[src/rtl/core/enwp_pkg.sv]
package enwp_pkg;

  localparam int MAX_WORD_CHARS = 32;
  localparam int NUM_WORDS      = 30;
  localparam int WORD_BYTES     = 13;

  localparam logic [3:0] HUNDRED_LEN = 4'd10;
  localparam logic [9:0] MAX_VALUE   = 10'd255;

  typedef enum logic [2:0] {
    KIND_UNIT,
    KIND_TEEN,
    KIND_TENS,
    KIND_ZERO,
    KIND_HUND
  } word_kind_t;

  typedef struct packed {
    logic [8*WORD_BYTES-1:0] text;
    logic [3:0]              len;
    logic [7:0]              value;
    word_kind_t              kind;
  } word_entry_t;

  // units, teens, tens, zero, hundred prefixes
  localparam logic [NUM_WORDS-1:0] UNIT_MASK  = 30'h0000_01FF;
  localparam logic [NUM_WORDS-1:0] BELOW_MASK = 30'h07FF_FFFF;
  localparam logic [NUM_WORDS-1:0] TOP_MASK   = 30'h3FFF_FFFF;

  function automatic word_entry_t mk_entry(input logic [8*WORD_BYTES-1:0] text,
                                           input logic [3:0] len,
                                           input logic [7:0] value,
                                           input word_kind_t kind);
    word_entry_t e;
    e.text  = text;
    e.len   = len;
    e.value = value;
    e.kind  = kind;
    return e;
  endfunction

  // text is right aligned: first letter sits in the highest used byte
  function automatic word_entry_t word_entry(input logic [4:0] idx);
    word_entry_t e;
    e = '0;
    case (idx)
      5'd0:    e = mk_entry("ONE",           4'd3,  8'd1,   KIND_UNIT);
      5'd1:    e = mk_entry("TWO",           4'd3,  8'd2,   KIND_UNIT);
      5'd2:    e = mk_entry("THREE",         4'd5,  8'd3,   KIND_UNIT);
      5'd3:    e = mk_entry("FOUR",          4'd4,  8'd4,   KIND_UNIT);
      5'd4:    e = mk_entry("FIVE",          4'd4,  8'd5,   KIND_UNIT);
      5'd5:    e = mk_entry("SIX",           4'd3,  8'd6,   KIND_UNIT);
      5'd6:    e = mk_entry("SEVEN",         4'd5,  8'd7,   KIND_UNIT);
      5'd7:    e = mk_entry("EIGHT",         4'd5,  8'd8,   KIND_UNIT);
      5'd8:    e = mk_entry("NINE",          4'd4,  8'd9,   KIND_UNIT);
      5'd9:    e = mk_entry("TEN",           4'd3,  8'd10,  KIND_TEEN);
      5'd10:   e = mk_entry("ELEVEN",        4'd6,  8'd11,  KIND_TEEN);
      5'd11:   e = mk_entry("TWELVE",        4'd6,  8'd12,  KIND_TEEN);
      5'd12:   e = mk_entry("THIRTEEN",      4'd8,  8'd13,  KIND_TEEN);
      5'd13:   e = mk_entry("FOURTEEN",      4'd8,  8'd14,  KIND_TEEN);
      5'd14:   e = mk_entry("FIFTEEN",       4'd7,  8'd15,  KIND_TEEN);
      5'd15:   e = mk_entry("SIXTEEN",       4'd7,  8'd16,  KIND_TEEN);
      5'd16:   e = mk_entry("SEVENTEEN",     4'd9,  8'd17,  KIND_TEEN);
      5'd17:   e = mk_entry("EIGHTEEN",      4'd8,  8'd18,  KIND_TEEN);
      5'd18:   e = mk_entry("NINETEEN",      4'd8,  8'd19,  KIND_TEEN);
      5'd19:   e = mk_entry("TWENTY",        4'd6,  8'd20,  KIND_TENS);
      5'd20:   e = mk_entry("THIRTY",        4'd6,  8'd30,  KIND_TENS);
      5'd21:   e = mk_entry("FORTY",         4'd5,  8'd40,  KIND_TENS);
      5'd22:   e = mk_entry("FIFTY",         4'd5,  8'd50,  KIND_TENS);
      5'd23:   e = mk_entry("SIXTY",         4'd5,  8'd60,  KIND_TENS);
      5'd24:   e = mk_entry("SEVENTY",       4'd7,  8'd70,  KIND_TENS);
      5'd25:   e = mk_entry("EIGHTY",        4'd6,  8'd80,  KIND_TENS);
      5'd26:   e = mk_entry("NINETY",        4'd6,  8'd90,  KIND_TENS);
      5'd27:   e = mk_entry("ZERO",          4'd4,  8'd0,   KIND_ZERO);
      5'd28:   e = mk_entry("ONEHUNDREDAND", 4'd13, 8'd100, KIND_HUND);
      5'd29:   e = mk_entry("TWOHUNDREDAND", 4'd13, 8'd200, KIND_HUND);
      default: e = '0;
    endcase
    return e;
  endfunction

endpackage

[src/rtl/core/english_numeral_word_parser_core.sv]
// the result item of a word is registered and appears in the cycle after its last character is taken
// throughput: one character item per cycle; a last character waits only while
//   an earlier result is held in the output register under stall
// reset (synchronous, rst high): recognizer back to start of word, running
//   value and length count cleared, no result pending
module english_numeral_word_parser_core
  import enwp_pkg::*;
(
  input  logic       clk,
  input  logic       rst,
  input  logic       char_valid,
  output logic       char_stall,
  input  logic [7:0] letter,
  input  logic       final_char,
  output logic       result_valid,
  input  logic       result_stall,
  output logic [7:0] number_value,
  output logic       is_valid
);

  logic [NUM_WORDS-1:0] mask;
  logic [NUM_WORDS-1:0] mask_next;
  logic [3:0]           pos;
  logic [3:0]           pos_next;
  logic [8:0]           running_value;
  logic [8:0]           running_value_next;
  logic [5:0]           chars_seen;
  logic [5:0]           chars_seen_next;
  logic                 rejected;
  logic                 rejected_next;

  logic [NUM_WORDS-1:0] hit;
  logic                 tens_done;
  logic                 hund_done;
  logic [7:0]           step_value;
  logic                 fin_any;
  logic [7:0]           fin_value;
  logic                 reject_now;
  logic [9:0]           sum;
  logic                 word_ok;
  logic                 accept;
  logic                 take_final;

  assign char_stall = final_char & result_valid & result_stall;
  assign accept     = char_valid & ~char_stall;
  assign take_final = accept & final_char;

  // match the current letter against every live word
  always_comb begin
    word_entry_t e;
    logic [3:0]  idx;
    logic [7:0]  ch;
    hit        = '0;
    tens_done  = 1'b0;
    hund_done  = 1'b0;
    step_value = '0;
    fin_any    = 1'b0;
    fin_value  = '0;
    for (int i = 0; i < NUM_WORDS; i++) begin
      e      = word_entry(5'(i));
      idx    = e.len - 4'd1 - pos;
      ch     = e.text[{idx, 3'b000} +: 8];
      hit[i] = mask[i] && (pos < e.len) && (ch == letter);
      if (hit[i] && (pos == e.len - 4'd1)) begin
        case (e.kind)
          KIND_TENS: begin
            tens_done  = 1'b1;
            step_value = step_value | e.value;
            fin_any    = 1'b1;
            fin_value  = fin_value | e.value;
          end
          KIND_HUND: begin
            hund_done  = 1'b1;
            step_value = step_value | e.value;
          end
          default: begin
            fin_any   = 1'b1;
            fin_value = fin_value | e.value;
          end
        endcase
      end
      if (hit[i] && (e.kind == KIND_HUND) && (pos == HUNDRED_LEN - 4'd1)) begin
        fin_any   = 1'b1;
        fin_value = fin_value | e.value;
      end
    end
  end

  assign reject_now = rejected | (chars_seen == 6'(MAX_WORD_CHARS));
  assign sum        = {1'b0, running_value} + {2'b00, fin_value};
  assign word_ok    = fin_any & ~reject_now & (sum <= MAX_VALUE);

  always_comb begin
    mask_next          = mask;
    pos_next           = pos;
    running_value_next = running_value;
    chars_seen_next    = chars_seen;
    rejected_next      = rejected;
    if (accept) begin
      if (final_char) begin
        mask_next          = TOP_MASK;
        pos_next           = '0;
        running_value_next = '0;
        chars_seen_next    = '0;
        rejected_next      = 1'b0;
      end else begin
        rejected_next = reject_now;
        if (!reject_now) begin
          chars_seen_next = chars_seen + 6'd1;
        end
        if (tens_done) begin
          mask_next          = UNIT_MASK;
          pos_next           = '0;
          running_value_next = running_value + {1'b0, step_value};
        end else if (hund_done) begin
          mask_next          = BELOW_MASK;
          pos_next           = '0;
          running_value_next = {1'b0, step_value};
        end else begin
          mask_next = hit;
          pos_next  = (pos == 4'hF) ? pos : pos + 4'd1;
        end
      end
    end
  end

  always_ff @(posedge clk) begin
    if (rst) begin
      mask          <= TOP_MASK;
      pos           <= '0;
      running_value <= '0;
      chars_seen    <= '0;
      rejected      <= 1'b0;
      result_valid  <= 1'b0;
    end else begin
      mask          <= mask_next;
      pos           <= pos_next;
      running_value <= running_value_next;
      chars_seen    <= chars_seen_next;
      rejected      <= rejected_next;
      if (take_final) begin
        result_valid <= 1'b1;
      end else if (!result_stall) begin
        result_valid <= 1'b0;
      end
    end
  end

  always_ff @(posedge clk) begin
    if (take_final) begin
      number_value <= word_ok ? sum[7:0] : 8'd0;
      is_valid     <= word_ok;
    end
  end

  a_invalid_zero: assert property (@(posedge clk) disable iff (rst)
    (result_valid && !is_valid) |-> (number_value == 8'd0))
    else $error("invalid result carries a nonzero value");

  a_word_restart: assert property (@(posedge clk) disable iff (rst)
    take_final |=> (mask == TOP_MASK && pos == 4'd0 && running_value == 9'd0
                    && chars_seen == 6'd0 && !rejected))
    else $error("recognizer not back at start of word after last character");

  a_no_spurious_result: assert property (@(posedge clk) disable iff (rst)
    ((!result_valid || !result_stall) && !take_final) |=> !result_valid)
    else $error("result item appeared without a last character");

  a_hundred_base: assert property (@(posedge clk) disable iff (rst)
    (accept && !final_char && hund_done) |=>
      (running_value == 9'd100 || running_value == 9'd200))
    else $error("hundred prefix gave a wrong base value");

endmodule
[config.mk]
export PLATFORM = sky130hd
export DESIGN_NAME = english_numeral_word_parser_core
export DESIGN_NICKNAME = d
export VERILOG_FILES = /design/src/rtl/core/enwp_pkg.sv /design/src/rtl/core/english_numeral_word_parser_core.sv
export SDC_FILE = /design/constraint.sdc
export NUM_CORES = 1
export LEC_CHECK = 0
export BUFFER_PORTS_ARGS = -buffer_cell sky130_fd_sc_hd__buf_2
export CAP_MARGIN = 40
export CORE_ASPECT_RATIO = 0.8
export CORE_MARGIN = 1.5
export CORE_UTILIZATION = 55
export DETAILED_ROUTE_END_ITERATION = 8
export PLACE_DENSITY = 0.76
export SLEW_MARGIN = 20
export SYNTH_ARGS = -nofsm -noshare
export SYNTH_HDL_FRONTEND = slang
export SYNTH_SLANG_ARGS = --single-unit
[constraint.sdc]
create_clock -name clk -period 7.3 [get_ports clk]
set_clock_uncertainty 0.2 [all_clocks]
set_input_delay 1.095 -clock clk [delete_from_list [all_inputs] [get_ports clk]]
set_output_delay 1.095 -clock clk [all_outputs]
set_load 0.1 [all_outputs]
# Yosys cells after proc, flatten, opt, wreduce, memory -nomap -nowiden
# Cells that the tools add are included.
dict set report totals {
  wordCells 302
  regBits 60
  output_inout_bits 11
  in_bits 13
}
dict set report classes {
  n_eq_ne 44
  mux 94
  shifts 30
  n_reduce_logical 96
  bitwise_logic 9
  addsub 12
  magnitude_cmp 9
}
# op n
set ops {}
lappend ops {{104-bit by 8-bit indexed part select with 8-bit output (first input constant)} 30}
lappend ops {{8-bit equality test} 30}
lappend ops {{1-bit logical AND} 92}
lappend ops {{30-bit 2-to-1 mux} 3}
lappend ops {{7-bit 2-to-1 mux} 8}
lappend ops {{4-bit 2-to-1 mux} 12}
lappend ops {{6-bit 2-to-1 mux} 8}
lappend ops {{1-bit 2-to-1 mux} 44}
lappend ops {{5-bit 2-to-1 mux} 8}
lappend ops {{9-bit 2-to-1 mux} 3}
lappend ops {{4-bit by 3-bit equality test with 1-bit output (second input constant)} 4}
lappend ops {{4-bit equality test (second input constant)} 4}
lappend ops {{4-bit by 3-bit < comparator with 1-bit output (second input constant)} 4}
lappend ops {{8-bit 2-to-1 mux} 2}
lappend ops {{3-bit by 4-bit subtractor with 4-bit output (first input constant)} 4}
lappend ops {{4-bit < comparator (second input constant)} 3}
lappend ops {{3-bit 2-to-1 mux} 4}
lappend ops {{9-bit by 8-bit adder with 10-bit output} 1}
lappend ops {{10-bit by 8-bit <= comparator with 1-bit output (second input constant)} 1}
lappend ops {{9-bit by 8-bit adder with 9-bit output} 1}
lappend ops {{4-bit by 2-bit equality test with 1-bit output (second input constant)} 2}
lappend ops {{2-bit by 4-bit subtractor with 4-bit output (first input constant)} 2}
lappend ops {{4-bit subtractor (first input constant)} 2}
lappend ops {{6-bit by 1-bit adder with 6-bit output (second input constant)} 1}
lappend ops {{other kinds (12)} 21}

# Longest topological paths before layout
# Gate-level depths: netlist (run 1).
dict set report logic_depth {
  depth_word 37
  mapped_depth 25
  depth_no_buf 22
}

# Worst setup path before layout (run 1)
# Ideal clock, no wire load.
dict set report synth_path {
  kind {register -> register}
  startpoint {reg pos[1]}
  endpoint {reg number_value[2] (data pin)}
  setup_ns 0.134
  setup_slack_ns 1.859
  synth_period_minus_slack_ns 5.441
  stages_incl_launch_ff 23
  n_path_buf 2
  arrival_time_ns 5.107
  path_cell_list {dfxtp_1 inv_1 ha_1 ha_1 buf_4 buf_4 a221oi_1 nand2_1 xnor2_1 or4bb_1 o211ai_1 and4bb_1 nand3_1 ha_1 a21o_1 a21oi_1 o21bai_1 a21oi_1 nor2b_1 o21ai_0 mux2_2 nor3_1 and3_1}
}
dict set report synth_between {
  elab_chain_len 37
  elab_cells_between_ends 237
  cone_classes {add/sub (9); order compare (9); eq/ne (38); shift (30); mux (59); bitwise (2); reduce/logical (90)}
}
# item line_no
set synth_rtl {}
lappend synth_rtl {{from (decl)} english_numeral_word_parser_core.sv:23} ;# logic [3:0] pos;
lappend synth_rtl {{from (signal assigned)} english_numeral_word_parser_core.sv:137} ;# pos <= pos_next;
lappend synth_rtl {{2-bit by 4-bit subtractor with 4-bit output} english_numeral_word_parser_core.sv:61} ;# idx = e.len - 4'd1 - pos;
lappend synth_rtl {{104-bit by 8-bit indexed part select with 8-bit output} english_numeral_word_parser_core.sv:62} ;# ch = e.text[{idx, 3'b000} +: 8];
lappend synth_rtl {{8-bit equality test} english_numeral_word_parser_core.sv:63} ;# hit[i] = mask[i] && (pos < e.len) && (ch == letter);
lappend synth_rtl {{1-bit logical AND} english_numeral_word_parser_core.sv:63}
lappend synth_rtl {{1-bit logical AND} english_numeral_word_parser_core.sv:64} ;# if (hit[i] && (pos == e.len - 4'd1)) begin
lappend synth_rtl {{1-bit 2-to-1 mux} english_numeral_word_parser_core.sv:64}
lappend synth_rtl {{2-bit 2-to-1 mux / 1-bit 2-to-1 mux (equally long branches) (2 in a row)} english_numeral_word_parser_core.sv:64}
lappend synth_rtl {{3-bit 2-to-1 mux / 1-bit 2-to-1 mux (equally long branches) (4 in a row)} english_numeral_word_parser_core.sv:64}
lappend synth_rtl {{4-bit 2-to-1 mux / 1-bit 2-to-1 mux (equally long branches) (8 in a row)} english_numeral_word_parser_core.sv:64}
lappend synth_rtl {{5-bit 2-to-1 mux / 1-bit 2-to-1 mux (equally long branches) (6 in a row)} english_numeral_word_parser_core.sv:64}
lappend synth_rtl {{6-bit 2-to-1 mux / 1-bit 2-to-1 mux (equally long branches) (3 in a row)} english_numeral_word_parser_core.sv:64}
lappend synth_rtl {{7-bit 2-to-1 mux / 1-bit 2-to-1 mux (equally long branches) (3 in a row)} english_numeral_word_parser_core.sv:64}
lappend synth_rtl {{7-bit 2-to-1 mux / 1-bit 2-to-1 mux (equally long branches)} {english_numeral_word_parser_core.sv:82, english_numeral_word_parser_core.sv:64}}
lappend synth_rtl {{8-bit 2-to-1 mux / 1-bit 2-to-1 mux (equally long branches)} english_numeral_word_parser_core.sv:82} ;# if (hit[i] && (e.kind == KIND_HUND) && (pos == HUNDRED_LEN - 4'd1)) begin
lappend synth_rtl {{9-bit by 8-bit adder with 10-bit output / 1-bit 2-to-1 mux (equally long branches)} {english_numeral_word_parser_core.sv:90, english_numeral_word_parser_core.sv:82}}
lappend synth_rtl {{10-bit by 8-bit <= comparator with 1-bit output / 1-bit bitwise AND (equally long branches)} english_numeral_word_parser_core.sv:91} ;# assign word_ok = fin_any & ~reject_now & (sum <= MAX_VALUE);
lappend synth_rtl {{1-bit bitwise AND} english_numeral_word_parser_core.sv:91}
lappend synth_rtl {{to (signal assigned)} english_numeral_word_parser_core.sv:151} ;# number_value <= word_ok ? sum[7:0] : 8'd0;
lappend synth_rtl {{to (decl)} english_numeral_word_parser_core.sv:17} ;# output logic [7:0] number_value,
# Parallel ways exist; a longest one is shown, timed or not.
# A chain may end at the register's enable or synchronous reset.

# Worst setup path in the final report (run 1)
dict set report layout_path {
  startpoint {reg pos[0]}
  endpoint {reg number_value[4] (data pin)}
}
# Same word-level chain as after synthesis.

==> results of run 1 <==
metal layers:
metal	up-vias	global-route usage	wire, µm
met5	-	0	0
met4	0	0.1910	1409
met3	118	0.1216	3945
met2	626	0.5086	10560
met1	3846	0.5214	11570
li1	3796	-	-
flip-flops by register name (all words and copies together) (netlist names):
signal	cells
rejected	1
mask	30
result_valid	1
pos	4
number_value	8
is_valid	1
chars_seen	6
running_value	8
worst paths after layout:
check	from	endpoint	cells after the start	slack, ns
worst max-delay path	pos[0]$_SDFFE_PP0P_	number_value[4]$_SDFFCE_PN0P_	21	0.61
worst min-delay path	mask[3]$_SDFFE_PP1P_	mask[3]$_SDFFE_PP1P_	2	0.27
worst max register to register	pos[0]$_SDFFE_PP0P_	number_value[4]$_SDFFCE_PN0P_	21	0.61
worst min register to register	mask[3]$_SDFFE_PP1P_	mask[3]$_SDFFE_PP1P_	2	0.27
through the flow:
step	cell area [µm²]	hold slack, ns	util
after floorplan	7880	0.2337	-
after global placement	7890	0.2571	0.5722
after detailed placement	7890	0.2593	0.5722
after CTS	8174	0.2754	0.5928
after global routing	8174	0.2926	0.5928
final	8174	0.2738	0.5928
worst register-to-register path, cell delays in order, from the launching register on:
cell and delay (ns):
sky130_fd_sc_hd__dfxtp_1 0.50, sky130_fd_sc_hd__ha_1 0.50, sky130_fd_sc_hd__inv_1 0.21, sky130_fd_sc_hd__ha_1 0.69, sky130_fd_sc_hd__nor3b_1 0.45, sky130_fd_sc_hd__o21ai_0 0.14, sky130_fd_sc_hd__a41o_1 0.27, sky130_fd_sc_hd__a21oi_2 0.16
sky130_fd_sc_hd__a2111o_1 0.17, sky130_fd_sc_hd__and3_1 0.43, sky130_fd_sc_hd__and4bb_1 0.29, sky130_fd_sc_hd__nand3_1 0.08, sky130_fd_sc_hd__ha_1 0.33, sky130_fd_sc_hd__a21o_1 0.17, sky130_fd_sc_hd__a21oi_1 0.21, sky130_fd_sc_hd__o21bai_1 0.08
sky130_fd_sc_hd__a21oi_1 0.21, sky130_fd_sc_hd__nor2b_1 0.07, sky130_fd_sc_hd__o21ai_0 0.16, sky130_fd_sc_hd__mux2_2 0.35, sky130_fd_sc_hd__nor3_1 0.60, sky130_fd_sc_hd__and3_1 0.28
power groups by stage:
stage                     clock network (mW)  logic [mW]  registers, mW
after floorplan                            0       0.220          0.374
after detailed placement                   0       0.298          0.365
after global routing                   0.434       0.333          0.360
final                                  0.419       0.312          0.359
after global placement                     0       0.295          0.364
after CTS                              0.420       0.300          0.358
synthesized netlist by cell type, drive strengths merged (12+ instances only):
master,count
o32ai,12
xnor2,74
clkbuf,18
nor2b,29
nand2,81
nand4,22
nand3,41
a31oi,18
buf,63
and2,13
nor2,70
nand2b,21
and3,22
ha,46
xor2,16
o21ai,53
nor3,24
inv,38
dfxtp,50
or2,12
a21oi,75
o211ai,20
final cells by class:
type                            count  area share
Clock inverter                      7    0.007194
Tap cell                          180     0.02755
Timing Repair Buffer               44     0.03337
Sequential cell                    59      0.1555
Inverter                           38     0.01745
Clock buffer                        9     0.02755
Multi-Input combinational cell    857      0.7314
placed cells by master, fill, tap and decap left out, types with 8 or more instances in the layout:
cell,instances
sky130_fd_sc_hd__a221o_1,11
sky130_fd_sc_hd__o32ai_1,10
sky130_fd_sc_hd__nor3b_1,8
sky130_fd_sc_hd__or2_2,10
sky130_fd_sc_hd__dfxtp_1,50
sky130_fd_sc_hd__xnor2_1,74
sky130_fd_sc_hd__o211ai_1,20
sky130_fd_sc_hd__clkbuf_16,9
sky130_fd_sc_hd__edfxtp_1,9
sky130_fd_sc_hd__nand2b_1,21
sky130_fd_sc_hd__o21ai_0,38
sky130_fd_sc_hd__a21oi_1,71
sky130_fd_sc_hd__buf_4,21
sky130_fd_sc_hd__nand2_1,80
sky130_fd_sc_hd__and3_1,21
sky130_fd_sc_hd__o31ai_1,8
sky130_fd_sc_hd__inv_1,33
sky130_fd_sc_hd__o21ai_1,13
sky130_fd_sc_hd__nor4_1,10
sky130_fd_sc_hd__a21o_1,11
sky130_fd_sc_hd__nand3_1,39
sky130_fd_sc_hd__and2_1,13
sky130_fd_sc_hd__nand4_1,20
sky130_fd_sc_hd__or3_1,10
sky130_fd_sc_hd__ha_1,46
sky130_fd_sc_hd__nor3_1,20
sky130_fd_sc_hd__nor2b_1,28
sky130_fd_sc_hd__a31oi_1,18
sky130_fd_sc_hd__o22ai_1,8
sky130_fd_sc_hd__mux2i_1,9
sky130_fd_sc_hd__buf_2,23
sky130_fd_sc_hd__xor2_1,16
sky130_fd_sc_hd__nor2_1,69
kinds of logic after synthesis:
group / after synthesis / synth area share
flip-flops: 59 / 0.1613
other: 1 / 0.0004759
multiplexers: 12 / 0.01572
AND/OR/NAND/NOR: 403 / 0.2922
adder cells (fa/ha/maj): 48 / 0.07812
AO/OA/AOI/OAI: 303 / 0.2722
buffers and inverters: 119 / 0.08002
XOR/XNOR: 90 / 0.1000
==> results.md, run 1 <==
- Outcome: finished clean
- Total number of vias: about 8400
- Total number of clock tree sinks: 59
- Combinational cell fraction of total power: 0.286
- Initial Util: 0.5715
- Maximum clock path buffer count: 2
- Global-route total usage across every layer: 0.3743
- CP Class: reg2reg
- Number of synthesized register bits: 59
- Post-synth top area share: 0.1270
- Critical Path End Type: register
- Syn Std Cell Area: just under 8000 µm²
- Accumulated negative setup slack: 0 ns
- Post-synthesis async set-or-reset flop share: 0
- Largest net degree at the start of global routing: 43
- Worst setup margin: 0.6069 ns
- Synth Net Count: about 1100
- Worst path top cell family by delay: simple AND/OR/NAND/NOR gates
- Static leakage power: roughly 3.2 nW
- Fill cell instance count of the final layout: between 1000 and 1500
- Number of hold violations in the final report: 0
- CP startpoint kind: register
- Biggest area consumer among synthesized cells: sky130_fd_sc_hd__dfxtp_1
- Final routed wirelength across all metal layers: approximately 27000 µm
- DRC violation total after the first TritonRoute iteration: about 1300
- Maximum level of the CTS H-tree: 3
- Switching power as a share of total power: 0.3440
- Placed cell count: approximately 1200
- Main flop type after synthesis: sky130_fd_sc_hd__dfxtp_1
- Fraction of the yosys area taken by sequential cells: 0.1613
- Hold-fix buffers, CTS: 0
- Cells traversed along the worst timing path: ha_1 > inv_1 > ha_1 > nor3b_1 > o21ai_0 > a41o_1 > a21oi_2 > a2111o_1 > and3_1 > and4bb_1 > nand3_1 > ha_1 > a21o_1 > a21oi_1 > o21bai_1 > a21oi_1 > nor2b_1 > o21ai_0 > mux2_2 > nor3_1 > and3_1
- Net switching power: 0.3748 mW
- Power density relative to cell area: 133.3 nW/µm²
- DP Wirelength: 20030 µm
- Area taken by multi-input logic gates: 5978 µm²
- Distinct cell type count after synthesis: roughly 110
- Buffers and inverters on the worst path: 1
- First-pass iteration count of the detailed router: 6
- Number of buffers inserted to repair setup after CTS: 0
- Worst slew margin relative to its limit: 0.4091
- Power share of the clock group: 0.384
- Setup violations, final: 0
- Max-slew violation count: 0
- RSZ-0062 raised after global routing: no
- Number of flops mapped to enable cells by yosys: 9
- Max Clock Freq: 0.1494 GHz
- Detailed-route DRC error count: 0
- Global-route wire length before repair: between 40000 and 50000 µm
- Clock Latency Late Sink: 0.34 ns
- Nets: 1070
- Remaining antenna violation count: 0
- Synthesized netlist cell count: between 1000 and 1500
- Total congestion overflow after global routing: 0
- Data required, critical path: 7.30 ns
- Fraction of layout instances using a drive strength above 1: 0.1065
- Area contributors post-synth: sky130_fd_sc_hd__dfxtp_1, sky130_fd_sc_hd__xnor2_1, sky130_fd_sc_hd__ha_1, sky130_fd_sc_hd__a21oi_1, sky130_fd_sc_hd__nand2_1
- Cts bufs inserted: 9
- Most prevalent standard cell on the critical path: sky130_fd_sc_hd__ha_1
- Final instance count without filler cells: between 1000 and 1500
- Measured slew at the worst slew-check pin: just under 0.9 ns
- Worst vdd rail ir drop: 0.0001207 V
- MaxCap Viol Count: 0
- Yosys warning count: 0
- Vias in the first global route: roughly 7600
- Number of gates resized after CTS: 0
- Critical Path AT: about 6.7 ns
- Worst-path maximum fanout: 18
- Total power after layout: between 1 and 1.5 mW
- Clk pin slew, worst setup/hold paths: about 0.060 ns
- Number of buffers inserted by port buffering: 23
- Top-level I/O count: 24
- Highest cell delay on the worst timing path: 0.69 ns
- Area of the core: 13790 µm²
- Floorplan die width: between 100 and 150 µm
- Share of total power in sequential cells: 0.329
- Total area of sequential cells: 1271 µm²
- Per-cell routed wire length: about 23 µm
- Area added between synthesis and finish: 3.731%
- DIE AREA: 15060 µm²
- Final clock period utilization by the worst path: 0.9169
- Placement Setup Slack: 0.7839 ns
- Clock period minus worst slack: approximately 6.7 ns
- Final antenna diode count: 0
- Syn Area/Cell: 7.614 µm²
- Internal power of the cells: 0.7147 mW
- Routability cong.: just over 1
- Clock tree from TritonCTS: yes
- Post-detailed-route via-to-cell ratio: about 7.0
- Root Driver: sky130_fd_sc_hd__clkbuf_16
- Hold/Removal Path Class: reg2reg
- Slowest-stage cell, CP: sky130_fd_sc_hd__ha_1
- Site Rows: 38
- Initial antenna violation count: 0
- Die H: ~110 µm
Power figures use the tool's default switching activity.
==> run 2: changes to the inputs <==
Settings changed: CORE_ASPECT_RATIO 0.8 to 1.75.
==> run 2 against run 1 <==
Sequential power about the same. Final area increased by 0.24%. Combinational power about the same. Core utilization decreased by 0.36 points. Power decreased by 1.5%. Routed wire length increased by 7.3%. Critical path depth increased by 1. Largest power group unchanged. Highest routed layer unchanged.
==> results.md, run 2 (synthesized netlist as in run 1, its figures left out) <==
- Outcome: finished clean
- Top-level I/O count: 24
- Number of buffers inserted by port buffering: 23
- Max Clock Freq: about 0.15 GHz
- Vias in the first global route: 7974
- Final instance count without filler cells: approximately 1200
- Detailed-route DRC error count: 0
- Initial Util: 0.5666
- Global-route wire length before repair: 45410 µm
- Flip-flop count of the largest register, all copies and words added: 30
- MaxCap Viol Count: 0
- Clk pin slew, worst setup/hold paths: 0.06 ns
- Met2 routed wirelength: 13800 µm
- Clock period minus worst slack: about 7 ns
- Per-cell routed wire length: about 25 µm
- Fill cell instance count of the final layout: between 1000 and 1500
- Hold/Removal Path Class: reg2reg
- Post-detailed-route via-to-cell ratio: 7.137
- Total congestion overflow after global routing: 0
- Static leakage power: 3.189 nW
- Global-route total usage across every layer: 0.3941
- Hold-fix buffers, CTS: 0
- Clock Latency Late Sink: between 0.3 and 0.4 ns
- Final routed wirelength across all metal layers: 29490 µm
- Highest cell delay on the worst timing path: about 0.64 ns
- Commonest non-fill, non-tap cell in the layout: sky130_fd_sc_hd__nand2_1
- Cts bufs inserted: 9
- Remaining antenna violation count: 0
- Worst path top cell family by delay: simple AND/OR/NAND/NOR gates
- Accumulated negative setup slack: 0 ns
- DP Wirelength: 21690 µm
- Total area of sequential cells: approximately 1300 µm²
- Nets: between 1000 and 1500
- Met3 Routed Length: approximately 2700 µm
- Critical Path End Type: register
- Placed cell count: 1177
- Largest register by flop count: mask
- Worst setup margin: ~0.5 ns
- Cells traversed along the worst timing path: buf_4 > ha_1 > buf_4 > xnor2_1 > a32oi_1 > o21ai_0 > nor4b_1 > o21ai_0 > and3_1 > buf_4 > and4bb_1 > nand3_1 > ha_1 > a21o_1 > a21oi_1 > o21bai_1 > a21oi_1 > nor2b_1 > o21ai_0 > mux2_2 > nor3_2 > and3_1
- Die H: 161.3 µm
- Final antenna diode count: 0
- Reg2reg setup slack: 0.50 ns
- Measured slew at the worst slew-check pin: between 0.8 and 0.9 ns
- Combinational cell fraction of total power: 0.291
- Initial antenna violation count: 0
- Maximum level of the CTS H-tree: 3
- DR top layer: met4
- Final clock period utilization by the worst path: 0.9315
- Power share of the clock group: 0.374
- Routability cong.: around 1.1
- Switching power as a share of total power: 0.3543
- Power density relative to cell area: ~130 nW/µm²
- Critical Path AT: approximately 6.8 ns
- Total number of vias: around 8500
- First-pass iteration count of the detailed router: 6
- Max-slew violation count: 0
- Routed length on met1: 10270 µm
- Largest registers: mask (30), number_value (8), running_value (8)
- Data required, critical path: about 7.3 ns
- Site Rows: 57
- Setup violations, final: 0
- Worst vdd rail ir drop: between 0.0001 and 0.00015 V
- CP startpoint kind: register
- Area of the core: 13910 µm²
- Root Driver: sky130_fd_sc_hd__clkbuf_16
- Floorplan die width: 93.48 µm
- Most frequent cells in the layout: sky130_fd_sc_hd__nand2_1, sky130_fd_sc_hd__xnor2_1, sky130_fd_sc_hd__a21oi_1
- Largest net degree at the start of global routing: 41
- Total number of clock tree sinks: slightly below 60
- Area added between synthesis and finish: 3.985%
- Number of hold violations in the final report: 0
- CP Class: reg2reg
- DRC violation total after the first TritonRoute iteration: about 1100
- Fraction of layout instances using a drive strength above 1: 0.1102
- Maximum clock path buffer count: 2
- Net switching power: 0.3802 mW
- DIE AREA: ~15000 µm²
- Area taken by multi-input logic gates: 5995 µm²
- Slowest-stage cell, CP: sky130_fd_sc_hd__ha_1
- Buffers and inverters on the worst path: 3
- RSZ-0062 raised after global routing: no
- Internal power of the cells: 0.6929 mW
- Clock tree from TritonCTS: yes
- Share of total power in sequential cells: 0.335
- Worst-path maximum fanout: 34
- Worst slew margin relative to its limit: 0.4304
- Placement Setup Slack: just under 0.6 ns
==> run 2: cell type report <==
cell class / instances / share of cell area
clock inverters: 5 / 0.003665
well taps: 177 / 0.02703
clock buffers: 11 / 0.02962
repair buffers: 46 / 0.03558
multi-input cells: 857 / 0.7316
flip-flops and latches: 59 / 0.1551
inverters: 38 / 0.01741
==> run 2: power groups by stage <==
| stage | Clock [mW] | Combinational (mW) | Sequential, mW |
|---|---|---|---|
| after floorplan | 0 | 0.220 | 0.374 |
| after global placement | 0 | 0.296 | 0.365 |
| after detailed placement | 0 | 0.301 | 0.365 |
| after CTS | 0.397 | 0.301 | 0.358 |
| after global routing | 0.412 | 0.334 | 0.360 |
| final | 0.402 | 0.312 | 0.360 |
==> run 2: layer usage <==
metal,vias to the layer above,global-route usage
met2,570,0.6505
met4,0,0.3079
li1,3787,-
met3,183,0.08851
met1,3975,0.4258
met5,-,0
==> run 2: path summary, 6_finish.rpt <==
path | startpoint | end | cells past startpoint
setup reg to reg | pos[0]$_SDFFE_PP0P_ | number_value[5]$_SDFFCE_PN0P_ | 22
setup / recovery | pos[0]$_SDFFE_PP0P_ | number_value[5]$_SDFFCE_PN0P_ | 22
hold reg to reg | result_valid$_SDFFE_PP0P_ | result_valid$_SDFFE_PP0P_ | 2
hold / removal | result_valid$_SDFFE_PP0P_ | result_valid$_SDFFE_PP0P_ | 2
==> run 2: timing repair <==
item | 4_1_cts | 5_1_grt
buffers inserted | 0 | 0
gates resized for setup | 0 | 1
endpoints found under the setup margin | 0 | 9
==> run 2: metrics by stage <==
stage / hold slack [ns] / util / total power, mW / area (µm²)
6_report: 0.2748 / 0.5892 / 1.073 / 8194
5_1_grt: 0.3038 / 0.5892 / 1.106 / 8194
4_1_cts: 0.2728 / 0.5888 / 1.057 / 8189
3_5_place_dp: 0.2603 / 0.5692 / 0.6652 / 7916
3_3_place_gp: 0.2519 / 0.5671 / 0.6608 / 7886
2_1_floorplan: 0.2337 / - / 0.5950 / 7880
==> run 2: worst register-to-register path, stage by stage, from the launching register on <==
cell	delay [ns]
sky130_fd_sc_hd__dfxtp_1	0.58
sky130_fd_sc_hd__buf_4	0.43
sky130_fd_sc_hd__ha_1	0.64
sky130_fd_sc_hd__buf_4	0.31
sky130_fd_sc_hd__xnor2_1	0.14
sky130_fd_sc_hd__a32oi_1	0.12
sky130_fd_sc_hd__o21ai_0	0.21
sky130_fd_sc_hd__nor4b_1	0.53
sky130_fd_sc_hd__o21ai_0	0.48
sky130_fd_sc_hd__and3_1	0.33
sky130_fd_sc_hd__buf_4	0.16
sky130_fd_sc_hd__and4bb_1	0.23
sky130_fd_sc_hd__nand3_1	0.09
sky130_fd_sc_hd__ha_1	0.27
sky130_fd_sc_hd__a21o_1	0.18
sky130_fd_sc_hd__a21oi_1	0.23
sky130_fd_sc_hd__o21bai_1	0.09
sky130_fd_sc_hd__a21oi_1	0.22
sky130_fd_sc_hd__nor2b_1	0.07
sky130_fd_sc_hd__o21ai_0	0.20
sky130_fd_sc_hd__mux2_2	0.37
sky130_fd_sc_hd__nor3_2	0.36
sky130_fd_sc_hd__and3_1	0.23
